`src/design/cpfc_pkg.sv`:
```
// ----------------------------------------------------------------------------
// cpfc_pkg
// shared types, codes and the crc-16 (0x1021, msb first) byte update for the
// packet framer and response checker
// ----------------------------------------------------------------------------
package cpfc_pkg;

	localparam int unsigned MaxRespLenDefault = 255;
	localparam logic [15:0] CrcPoly           = 16'h1021;
	localparam logic [7:0]  DevAddrReset      = 8'd128;
	localparam logic [15:0] CrcInitReset      = 16'h0000;
	localparam int unsigned RemW              = 8;
	localparam int unsigned CfgIdxW           = 2;
	localparam int unsigned MaxResults        = 4;
	localparam int unsigned CntW              = 3;
	localparam int unsigned SlotW             = 2;

	typedef enum logic [1:0] {
		KIND_TX    = 2'd0,
		KIND_RX    = 2'd1,
		KIND_CHECK = 2'd2
	} kind_t;

	typedef enum logic [CfgIdxW-1:0] {
		CFG_DEVICE_ADDRESS = 2'd0,
		CFG_CRC_INIT       = 2'd1
	} cfg_idx_t;

	typedef enum logic [3:0] {
		PH_IDLE = 4'b0001,
		PH_DATA = 4'b0010,
		PH_CRCH = 4'b0100,
		PH_CRCL = 4'b1000
	} rx_phase_t;

	typedef struct packed {
		logic       req_type;
		logic [7:0] data_byte;
		logic       is_first;
		logic       is_last;
		logic [7:0] resp_len;
	} item_t;

	typedef struct packed {
		logic [1:0] out_kind;
		logic [7:0] out_byte;
		logic       crc_ok;
		logic       last;
	} result_t;

	typedef struct packed {
		logic [CntW-1:0]                count;
		result_t [MaxResults-1:0]       items;
	} bundle_t;

	function automatic logic [15:0] crc16_byte(input logic [15:0] crc, input logic [7:0] b);
		logic [15:0] c;
		c = crc ^ {b, 8'h00};
		for (int k = 0; k < 8; k++) begin
			if (c[15]) begin
				c = {c[14:0], 1'b0} ^ CrcPoly;
			end else begin
				c = {c[14:0], 1'b0};
			end
		end
		return c;
	endfunction

endpackage

```
`src/design/cpfc_core.sv`:
```
// ----------------------------------------------------------------------------
// cpfc_core
// configuration registers, framing and checking state, and the per-beat
// result bundle (up to four results) for the held input beat
// ----------------------------------------------------------------------------
module cpfc_core #(
	parameter int unsigned MAX_RESP_LEN = cpfc_pkg::MaxRespLenDefault
) (
	input  logic                             clk,
	input  logic                             arst_n,
	input  logic                             cfg_we,
	input  logic [cpfc_pkg::CfgIdxW-1:0]     cfg_index,
	input  logic [15:0]                      cfg_data,
	input  cpfc_pkg::item_t                  item_s1,
	input  logic                             fire,
	output cpfc_pkg::bundle_t                bundle
);

	logic [7:0]                    dev_addr_q;
	logic [15:0]                   crc_init_q;
	logic [15:0]                   tx_crc_q;
	logic [15:0]                   rx_crc_q;
	logic [cpfc_pkg::RemW-1:0]     rx_rem_q;
	logic [7:0]                    rx_high_q;
	cpfc_pkg::rx_phase_t           rx_phase_q;

	logic [15:0]                   tx_base;
	logic [15:0]                   tx_crc_nxt;
	logic [cpfc_pkg::SlotW-1:0]    slot;
	logic [cpfc_pkg::RemW-1:0]     rlen_sat;
	logic [cpfc_pkg::RemW-1:0]     rem_eff;
	logic [cpfc_pkg::RemW-1:0]     rem_nxt;
	logic [15:0]                   rx_crc_eff;
	logic [15:0]                   rx_crc_nxt;
	logic [7:0]                    rx_high_nxt;
	cpfc_pkg::rx_phase_t           phase_eff;
	cpfc_pkg::rx_phase_t           phase_nxt;
	cpfc_pkg::bundle_t             tx_bundle;
	cpfc_pkg::bundle_t             rx_bundle;

	// config registers
	always_ff @(posedge clk or negedge arst_n) begin
		if (!arst_n) begin
			dev_addr_q <= cpfc_pkg::DevAddrReset;
			crc_init_q <= cpfc_pkg::CrcInitReset;
		end else if (cfg_we) begin
			case (cfg_index)
				cpfc_pkg::CFG_DEVICE_ADDRESS: dev_addr_q <= cfg_data[7:0];
				cpfc_pkg::CFG_CRC_INIT:       crc_init_q <= cfg_data;
				default: ;
			endcase
		end
	end

	// transmit framing
	always_comb begin
		tx_base    = item_s1.is_first ? cpfc_pkg::crc16_byte(crc_init_q, dev_addr_q) : tx_crc_q;
		tx_crc_nxt = cpfc_pkg::crc16_byte(tx_base, item_s1.data_byte);
		tx_bundle  = '0;
		slot       = item_s1.is_first ? cpfc_pkg::SlotW'(1) : cpfc_pkg::SlotW'(0);
		if (item_s1.is_first) begin
			tx_bundle.items[0].out_kind = cpfc_pkg::KIND_TX;
			tx_bundle.items[0].out_byte = dev_addr_q;
		end
		tx_bundle.items[slot].out_kind = cpfc_pkg::KIND_TX;
		tx_bundle.items[slot].out_byte = item_s1.data_byte;
		tx_bundle.items[slot].last     = ~item_s1.is_last;
		if (item_s1.is_last) begin
			tx_bundle.items[slot + cpfc_pkg::SlotW'(1)].out_kind = cpfc_pkg::KIND_TX;
			tx_bundle.items[slot + cpfc_pkg::SlotW'(1)].out_byte = tx_crc_nxt[15:8];
			tx_bundle.items[slot + cpfc_pkg::SlotW'(2)].out_kind = cpfc_pkg::KIND_TX;
			tx_bundle.items[slot + cpfc_pkg::SlotW'(2)].out_byte = tx_crc_nxt[7:0];
			tx_bundle.items[slot + cpfc_pkg::SlotW'(2)].last     = 1'b1;
		end
		tx_bundle.count = cpfc_pkg::CntW'(1)
			+ (item_s1.is_first ? cpfc_pkg::CntW'(1) : cpfc_pkg::CntW'(0))
			+ (item_s1.is_last ? cpfc_pkg::CntW'(2) : cpfc_pkg::CntW'(0));
	end

	// receive checking
	always_comb begin
		rlen_sat = ({24'd0, item_s1.resp_len} > 32'(MAX_RESP_LEN))
			? cpfc_pkg::RemW'(MAX_RESP_LEN) : item_s1.resp_len;
		if (item_s1.is_first) begin
			rem_eff    = rlen_sat;
			rx_crc_eff = crc_init_q;
			phase_eff  = (rlen_sat != '0) ? cpfc_pkg::PH_DATA : cpfc_pkg::PH_CRCH;
		end else begin
			rem_eff    = rx_rem_q;
			rx_crc_eff = rx_crc_q;
			phase_eff  = rx_phase_q;
		end
		rem_nxt     = rem_eff;
		rx_crc_nxt  = rx_crc_eff;
		rx_high_nxt = rx_high_q;
		phase_nxt   = phase_eff;
		rx_bundle   = '0;
		case (phase_eff)
			cpfc_pkg::PH_DATA: begin
				rx_crc_nxt                  = cpfc_pkg::crc16_byte(rx_crc_eff, item_s1.data_byte);
				rx_bundle.count             = cpfc_pkg::CntW'(1);
				rx_bundle.items[0].out_kind = cpfc_pkg::KIND_RX;
				rx_bundle.items[0].out_byte = item_s1.data_byte;
				rx_bundle.items[0].last     = 1'b1;
				if (rem_eff != '0) begin
					rem_nxt = rem_eff - cpfc_pkg::RemW'(1);
				end
				if (rem_nxt == '0) begin
					phase_nxt = cpfc_pkg::PH_CRCH;
				end
			end
			cpfc_pkg::PH_CRCH: begin
				rx_high_nxt = item_s1.data_byte;
				phase_nxt   = cpfc_pkg::PH_CRCL;
			end
			cpfc_pkg::PH_CRCL: begin
				rx_bundle.count             = cpfc_pkg::CntW'(1);
				rx_bundle.items[0].out_kind = cpfc_pkg::KIND_CHECK;
				rx_bundle.items[0].crc_ok   = ({rx_high_q, item_s1.data_byte} == rx_crc_eff);
				rx_bundle.items[0].last     = 1'b1;
				phase_nxt                   = cpfc_pkg::PH_IDLE;
			end
			default: ;
		endcase
	end

	assign bundle = item_s1.req_type ? rx_bundle : tx_bundle;

	always_ff @(posedge clk or negedge arst_n) begin
		if (!arst_n) begin
			tx_crc_q   <= cpfc_pkg::CrcInitReset;
			rx_crc_q   <= cpfc_pkg::CrcInitReset;
			rx_rem_q   <= '0;
			rx_high_q  <= '0;
			rx_phase_q <= cpfc_pkg::PH_IDLE;
		end else if (fire) begin
			if (item_s1.req_type) begin
				rx_crc_q   <= rx_crc_nxt;
				rx_rem_q   <= rem_nxt;
				rx_high_q  <= rx_high_nxt;
				rx_phase_q <= phase_nxt;
			end else begin
				tx_crc_q <= tx_crc_nxt;
			end
		end
	end

endmodule

```
`src/design/cpfc_obuf.sv`:
```
// ----------------------------------------------------------------------------
// cpfc_obuf
// result register bank: takes a bundle of up to four results and hands them
// out one beat at a time
// ----------------------------------------------------------------------------
module cpfc_obuf (
	input  logic                clk,
	input  logic                arst_n,
	input  logic                load,
	input  cpfc_pkg::bundle_t   bundle,
	output logic                free,
	output logic                result_valid,
	input  logic                result_stall,
	output cpfc_pkg::result_t   result
);

	cpfc_pkg::result_t [cpfc_pkg::MaxResults-1:0] items_q;
	logic [cpfc_pkg::CntW-1:0]                    rem_q;
	logic [cpfc_pkg::SlotW-1:0]                   idx_q;
	logic                                         pop;

	assign result_valid = (rem_q != '0);
	assign pop          = result_valid & ~result_stall;
	assign free         = (rem_q == '0) | ((rem_q == cpfc_pkg::CntW'(1)) & pop);
	assign result       = items_q[idx_q];

	always_ff @(posedge clk) begin
		if (load) begin
			items_q <= bundle.items;
		end
	end

	always_ff @(posedge clk or negedge arst_n) begin
		if (!arst_n) begin
			rem_q <= '0;
			idx_q <= '0;
		end else if (load) begin
			rem_q <= bundle.count;
			idx_q <= '0;
		end else if (pop) begin
			rem_q <= rem_q - cpfc_pkg::CntW'(1);
			idx_q <= idx_q + cpfc_pkg::SlotW'(1);
		end
	end

endmodule

```
`src/design/crc16_packet_framer_checker_unit.sv`:
```
// ----------------------------------------------------------------------------
// crc16_packet_framer_checker_unit
// frames transmit bytes with address and crc-16 trailer, checks received
// responses against their crc-16 trailer
//
// channel   signals                           direction
// item      item_valid / item_stall / item    beats in
// result    result_valid / result_stall / result  beats out
// cfg       cfg_valid / cfg_ready / cfg_index / cfg_data  register writes
//
// an input beat is registered, then evaluated combinationally into up to
// four results, which leave the result registers one per cycle unless
// stalled; a beat giving one result or none sustains one beat per cycle
// unless stalled; a beat giving n results holds the next beat in the input
// register until its last result leaves; no clearing pass
// result_stall holds the result bank, and item_stall follows once it is full
// ----------------------------------------------------------------------------
module crc16_packet_framer_checker_unit #(
	parameter int unsigned MAX_RESP_LEN = cpfc_pkg::MaxRespLenDefault
) (
	input  logic                          clk,
	input  logic                          arst_n,
	input  logic                          item_valid,
	output logic                          item_stall,
	input  cpfc_pkg::item_t               item,
	output logic                          result_valid,
	input  logic                          result_stall,
	output cpfc_pkg::result_t             result,
	input  logic                          cfg_valid,
	output logic                          cfg_ready,
	input  logic [cpfc_pkg::CfgIdxW-1:0]  cfg_index,
	input  logic [15:0]                   cfg_data
);

	cpfc_pkg::item_t    item_s1;
	logic               valid_s1;
	logic               free;
	logic               fire;
	cpfc_pkg::bundle_t  bundle;

	assign cfg_ready  = 1'b1;
	assign fire       = valid_s1 & free;
	assign item_stall = valid_s1 & ~free;

	always_ff @(posedge clk) begin
		if (item_valid & ~item_stall) begin
			item_s1 <= item;
		end
	end

	always_ff @(posedge clk or negedge arst_n) begin
		if (!arst_n) begin
			valid_s1 <= 1'b0;
		end else if (item_valid & ~item_stall) begin
			valid_s1 <= 1'b1;
		end else if (fire) begin
			valid_s1 <= 1'b0;
		end
	end

	cpfc_core #(
		.MAX_RESP_LEN(MAX_RESP_LEN)
	) u_core (
		.clk      (clk),
		.arst_n   (arst_n),
		.cfg_we   (cfg_valid & cfg_ready),
		.cfg_index(cfg_index),
		.cfg_data (cfg_data),
		.item_s1  (item_s1),
		.fire     (fire),
		.bundle   (bundle)
	);

	cpfc_obuf u_obuf (
		.clk         (clk),
		.arst_n      (arst_n),
		.load        (fire),
		.bundle      (bundle),
		.free        (free),
		.result_valid(result_valid),
		.result_stall(result_stall),
		.result      (result)
	);

endmodule
```
`config.mk`:
```
export PLATFORM = sky130hd
export DESIGN_NAME = crc16_packet_framer_checker_unit
export DESIGN_NICKNAME = d
export VERILOG_FILES = /design/src/design/cpfc_pkg.sv /design/src/design/cpfc_core.sv /design/src/design/cpfc_obuf.sv /design/src/design/crc16_packet_framer_checker_unit.sv
export SDC_FILE = /design/constraint.sdc
export NUM_CORES = 1
export LEC_CHECK = 0
export ABC_AREA = 1
export BUFFER_PORTS_ARGS = -buffer_cell sky130_fd_sc_hd__buf_2
export CORE_MARGIN = 2
export CORE_UTILIZATION = 35
export CTS_CLUSTER_DIAMETER = 100
export DETAILED_ROUTE_END_ITERATION = 12
export PLACE_DENSITY = 0.52
export SLEW_MARGIN = 30
export SYNTH_ARGS = -nofsm -noshare
export SYNTH_HDL_FRONTEND = slang
export SYNTH_SLANG_ARGS = --single-unit
```
`constraint.sdc`:
```
create_clock -name clk -period 2.9 [get_ports clk]
set_input_delay 0 -clock clk [delete_from_list [all_inputs] [get_ports clk]]
set_output_delay 0 -clock clk [all_outputs]
set_load 0.01 [all_outputs]
```
==> results.py <==
metrics = {
    "cts": {
        "clkSinkCount": 140,
        "cts_buffer_depth": 2,
        "cts.reportedPaths.clkPinSlew_ns": 0.06,
        "hold_buffers": 38,
        "cts_made_buffers": 17,
        "clk_latency_ns": 0.43,
        "htreeDepth": 4,
        "post_cts_resize_count": 0,
        "cts_root_buffer": "clkbuf_16",
        "cts_tree": "yes",
        "postCtsSetupBuffers": 0,
    },
    "synth": {
        "synth_compound_area_share_pct": 14.7,
        "synth_ff_type": "dfrtp_1",
        "synth_top_family_by_area": "simple AND/OR/NAND/NOR gates",
        "postSynthRegisterBits": 140,
        "ys_types": 49,
        "synthSimpleGateAreaFrac_pct": 24.8,
        "synthMuxAreaShare_pct": 0,
        "synthCells": 1018,
        "synth-edff-count": 58,
        "synthArstFlopShare_pct": 58.6,
        "syn-num-nets": 1066,
        "synth_area_per_cell_um2": 8.18,
        "synthAdderAreaFrac_pct": 0.902,
        "synthXorXnorAreaFrac_pct": 5.74,
        "syn_area_um2": 8320,
        "yosysWarnings": 0,
        "seq_area_frac_synth_pct": 45.6,
    },
    "grt": {
        "grt-ovfl-total": 0,
        "grt_start_max_net_pins": 66,
        "grt_pass1_wl_mm": 37.7,
        "grt_usage_pct": 20.0,
        "grt_pass1_vias": 6774,
        "antenna_found_initial": 0,
    },
    "critical_path": {
        "worst-setup-path-type": "reg2reg",
        "critPathMaxFanout": 9,
        "worst_setup_path_end_kind": "flip-flop",
        "start_kind": "flip-flop",
        "r2r_setup_slack_ns": 0.43,
        "critPathRequiredTime_ns": 3.22,
        "r2r_end": "u_core.rx_phase_q[1]",
        "cp.arrival_ns": 2.79,
        "r2r-start": "item_s1[9]",
        "ff2ff_path_depth": 15,
    },
    "power_and_ir_drop": {
        "total_power_mw": 10.7,
        "seqPwrFrac_pct": 31.8,
        "combinationalPowerShare_pct": 46.6,
        "switching_share_pct": 43.2,
        "p_sw_mw": 4.60,
        "power_density_nw_per_um2": 1080,
        "p_clk_share_pct": 21.6,
        "peakVddDrop_uv": 442,
        "p_int_mw": 6.06,
        "p_leak_nw": 4.56,
    },
    "placement": {
        "gp_congestion": 0.915,
        "hpwl_mm": 17.1,
        "port_buffers": 55,
    },
    "floorplan": {
        "die_w_um": 158,
        "core-area_um2": 23400,
        "ioPinCount": 57,
        "die_y_um": 158,
        "start_util_pct": 35.6,
        "dieArea_um2": 25000,
        "rows": 56,
    },
    "routing": {
        "num_vias": 7092,
        "avgViaCountPerCell": 4.94,
        "drtPass1Iterations": 5,
        "wl_mm": 23.8,
        "drtAntennaViolNets": 0,
        "post-route-drc-count": 0,
        "drt-initial-drc-count": 634,
        "post_drt_wl_per_cell_um": 16.6,
    },
    "timing": {
        "skew_ns": 0.0106,
        "fin_crit_sh_pct": 85.3,
        "finalSetupViolations": 0,
        "slew_headroom_pct": 56.0,
        "slew_viol_final": 0,
        "min_period_ns": 2.47,
        "timing.setup.tns_ns": 0,
        "rsz0062_at_grt": "false",
        "fmax_mhz": 404,
        "hold_viol": 0,
        "worstMarginPinSlew_ns": 0.660,
    },
    "cells_and_area": {
        "areaGrowthSynthToFinish_pct": 18.2,
        "drive_gt1_share_pct": 14.3,
        "fillers": 2376,
        "n_antenna_cell": 0,
        "layout.nets": 1153,
    },
    "min_path": {
        "holdPathStages": 4,
        "hp-class": "in2reg",
        "hold_path_startpoint": "cfg_valid",
        "whs_endpoint": "u_core.dev_addr_q[7]",
    },
    "run_status": {
        "status": "finished, final reports clean",
    },
    "flow_run": {
        "max_cap_viol_count": 0,
    },
}
==> state kept, by name, indices dropped and copies added (netlist names) <==
register,count
valid_s1,1
u_core.rx_high_q,8
u_obuf.idx_q,2
u_core.dev_addr_q,8
item_s1,19
u_core.crc_init_q,16
u_obuf.rem_q,3
u_core.rx_crc_q,16
u_core.rx_rem_q,8
u_obuf.items_q,39
u_core.tx_crc_q,16
u_core.rx_phase_q,4
==> worst max-delay path, cell delays in order (launching register included) <==
cell	delay, ns
edfxtp_1	0.49
inv_2	0.21
nand2_1	0.09
o21ai_2	0.12
ha_1	0.26
nand3_2	0.12
nor2_4	0.18
nand3_2	0.21
nand2_2	0.13
nand2_1	0.06
nor2_1	0.12
nand3_1	0.11
nand2_1	0.11
nand2_1	0.06
nand2_1	0.05
nand2_1	0.04
==> layer usage <==
layer | routed length, um | part of all wire, % | GRT usage, % | vias to the layer above
li1 | - | - | - | 3540
met1 | 11300 | 47 | 27.7 | 3329
met2 | 11000 | 46 | 31.9 | 197
met3 | 1070 | 4.5 | 3.56 | 26
met4 | 428 | 1.8 | 6.31 | 0
met5 | 0 | 0 | 0 | -
==> power groups by stage <==
stage                     clock network [mW]  registers (mW)  logic [mW]
final                                   2.30            3.39        4.96
after global routing                    2.43            3.46        5.59
after CTS                               2.34            3.39        4.98
after detailed placement                   0            3.42        4.91
after global placement                     0            3.41        4.91
after floorplan                            0            3.25        3.77
==> synthesized netlist by cell type (all sizes together), types with 2 or more instances <==
master | n | area [um2]
a2bb2oi | 2 | 17.5
a22oi | 3 | 22.5
o21a | 4 | 30.0
o21ai | 122 | 704
xor2 | 24 | 289
nor4 | 3 | 18.8
ha | 6 | 75.1
xnor2 | 19 | 189
a21oi | 41 | 213
or2 | 5 | 31.3
nor2 | 65 | 284
edfxtp | 58 | 1740
nand4 | 5 | 31.3
nor3 | 4 | 20.0
a21boi | 7 | 56.3
dfrtp | 80 | 2000
dfstp | 2 | 52.6
o22ai | 22 | 138
nand2 | 309 | 1210
inv | 107 | 402
nand3b | 7 | 52.6
clkbuf | 13 | 48.8
nand3 | 79 | 415
buf | 25 | 233
==> final cells by class <==
type                       count  area, um2  area share (%)
clock buffer                  18        429            4.36
clock inverter                14        175            1.78
inverter                     107        402            4.08
multi-input combinational    733       3840            39.1
sequential                   140       3800            38.6
tap                          319        399            4.06
timing repair buffer         106        792            8.05
==> cell families after synthesis <==
| group | count (synthesis) |
|---|---|
| and+or+nand+nor | 477 |
| other | 1 |
| DFF | 140 |
| xor gates and xnor gates | 43 |
| buffers and inverters | 145 |
| AOI/OAI and AO/OA | 206 |
| adders and majority gates | 6 |
==> worst max-delay path by stage <==
stage / startpoint / to / slack [ns] / cells after the start
after floorplan: u_obuf.rem_q[0] / u_core.rx_high_q[5] / 0.47 / 12
after global placement: item_s1[9] / u_obuf.items_q[9] / 0.41 / 10
after detailed placement: item_s1[9] / u_obuf.items_q[9] / 0.42 / 10
after CTS: item_s1[9] / u_obuf.items_q[9] / 0.40 / 10
after global routing: item_s1[9] / u_core.rx_phase_q[1] / 0.16 / 15
final: item_s1[9] / u_core.rx_phase_q[1] / 0.43 / 15
==> placed cells by master, fill, tap and decap left out, types with 5 or more instances in the layout <==
| master | Yosys | layout |
|---|---|---|
| o21ai_1 | 26 | 26 |
| a21boi_1 | 6 | 6 |
| inv_1 | 101 | 101 |
| buf_4 | 2 | 9 |
| nand2_1 | 292 | 292 |
| o21ai_0 | 83 | 83 |
| xnor2_1 | 16 | 16 |
| buf_2 | 10 | 54 |
| nor2_4 | 5 | 5 |
| o21ai_2 | 7 | 7 |
| o21ai_4 | 6 | 6 |
| a21oi_1 | 39 | 39 |
| nand3b_1 | 7 | 7 |
| nand4_1 | 5 | 5 |
| nor2_1 | 59 | 59 |
| ha_1 | 6 | 6 |
| clkbuf_16 | 0 | 17 |
| dfrtp_1 | 80 | 80 |
| o22ai_1 | 22 | 22 |
| dlygate4sd3_1 | 0 | 38 |
| xor2_1 | 18 | 18 |
| nand3_1 | 75 | 75 |
| nand2_2 | 15 | 15 |
| inv_2 | 6 | 6 |
| edfxtp_1 | 58 | 58 |
==> per-stage QoR <==
stage,instances,hold slack [ns],utilization (%),setup slack [ns],cell area (um2)
2_1_floorplan,1018,-0.296,-,0.469,8320
3_3_place_gp,1365,0.177,37.7,0.410,8830
5_1_grt,1437,0.208,42.0,0.159,9840
4_1_cts,1437,0.166,42.0,0.397,9830
6_report,1437,0.152,42.0,0.426,9840
3_5_place_dp,1367,0.178,37.8,0.421,8850
(Power assumes the default switching activity.)
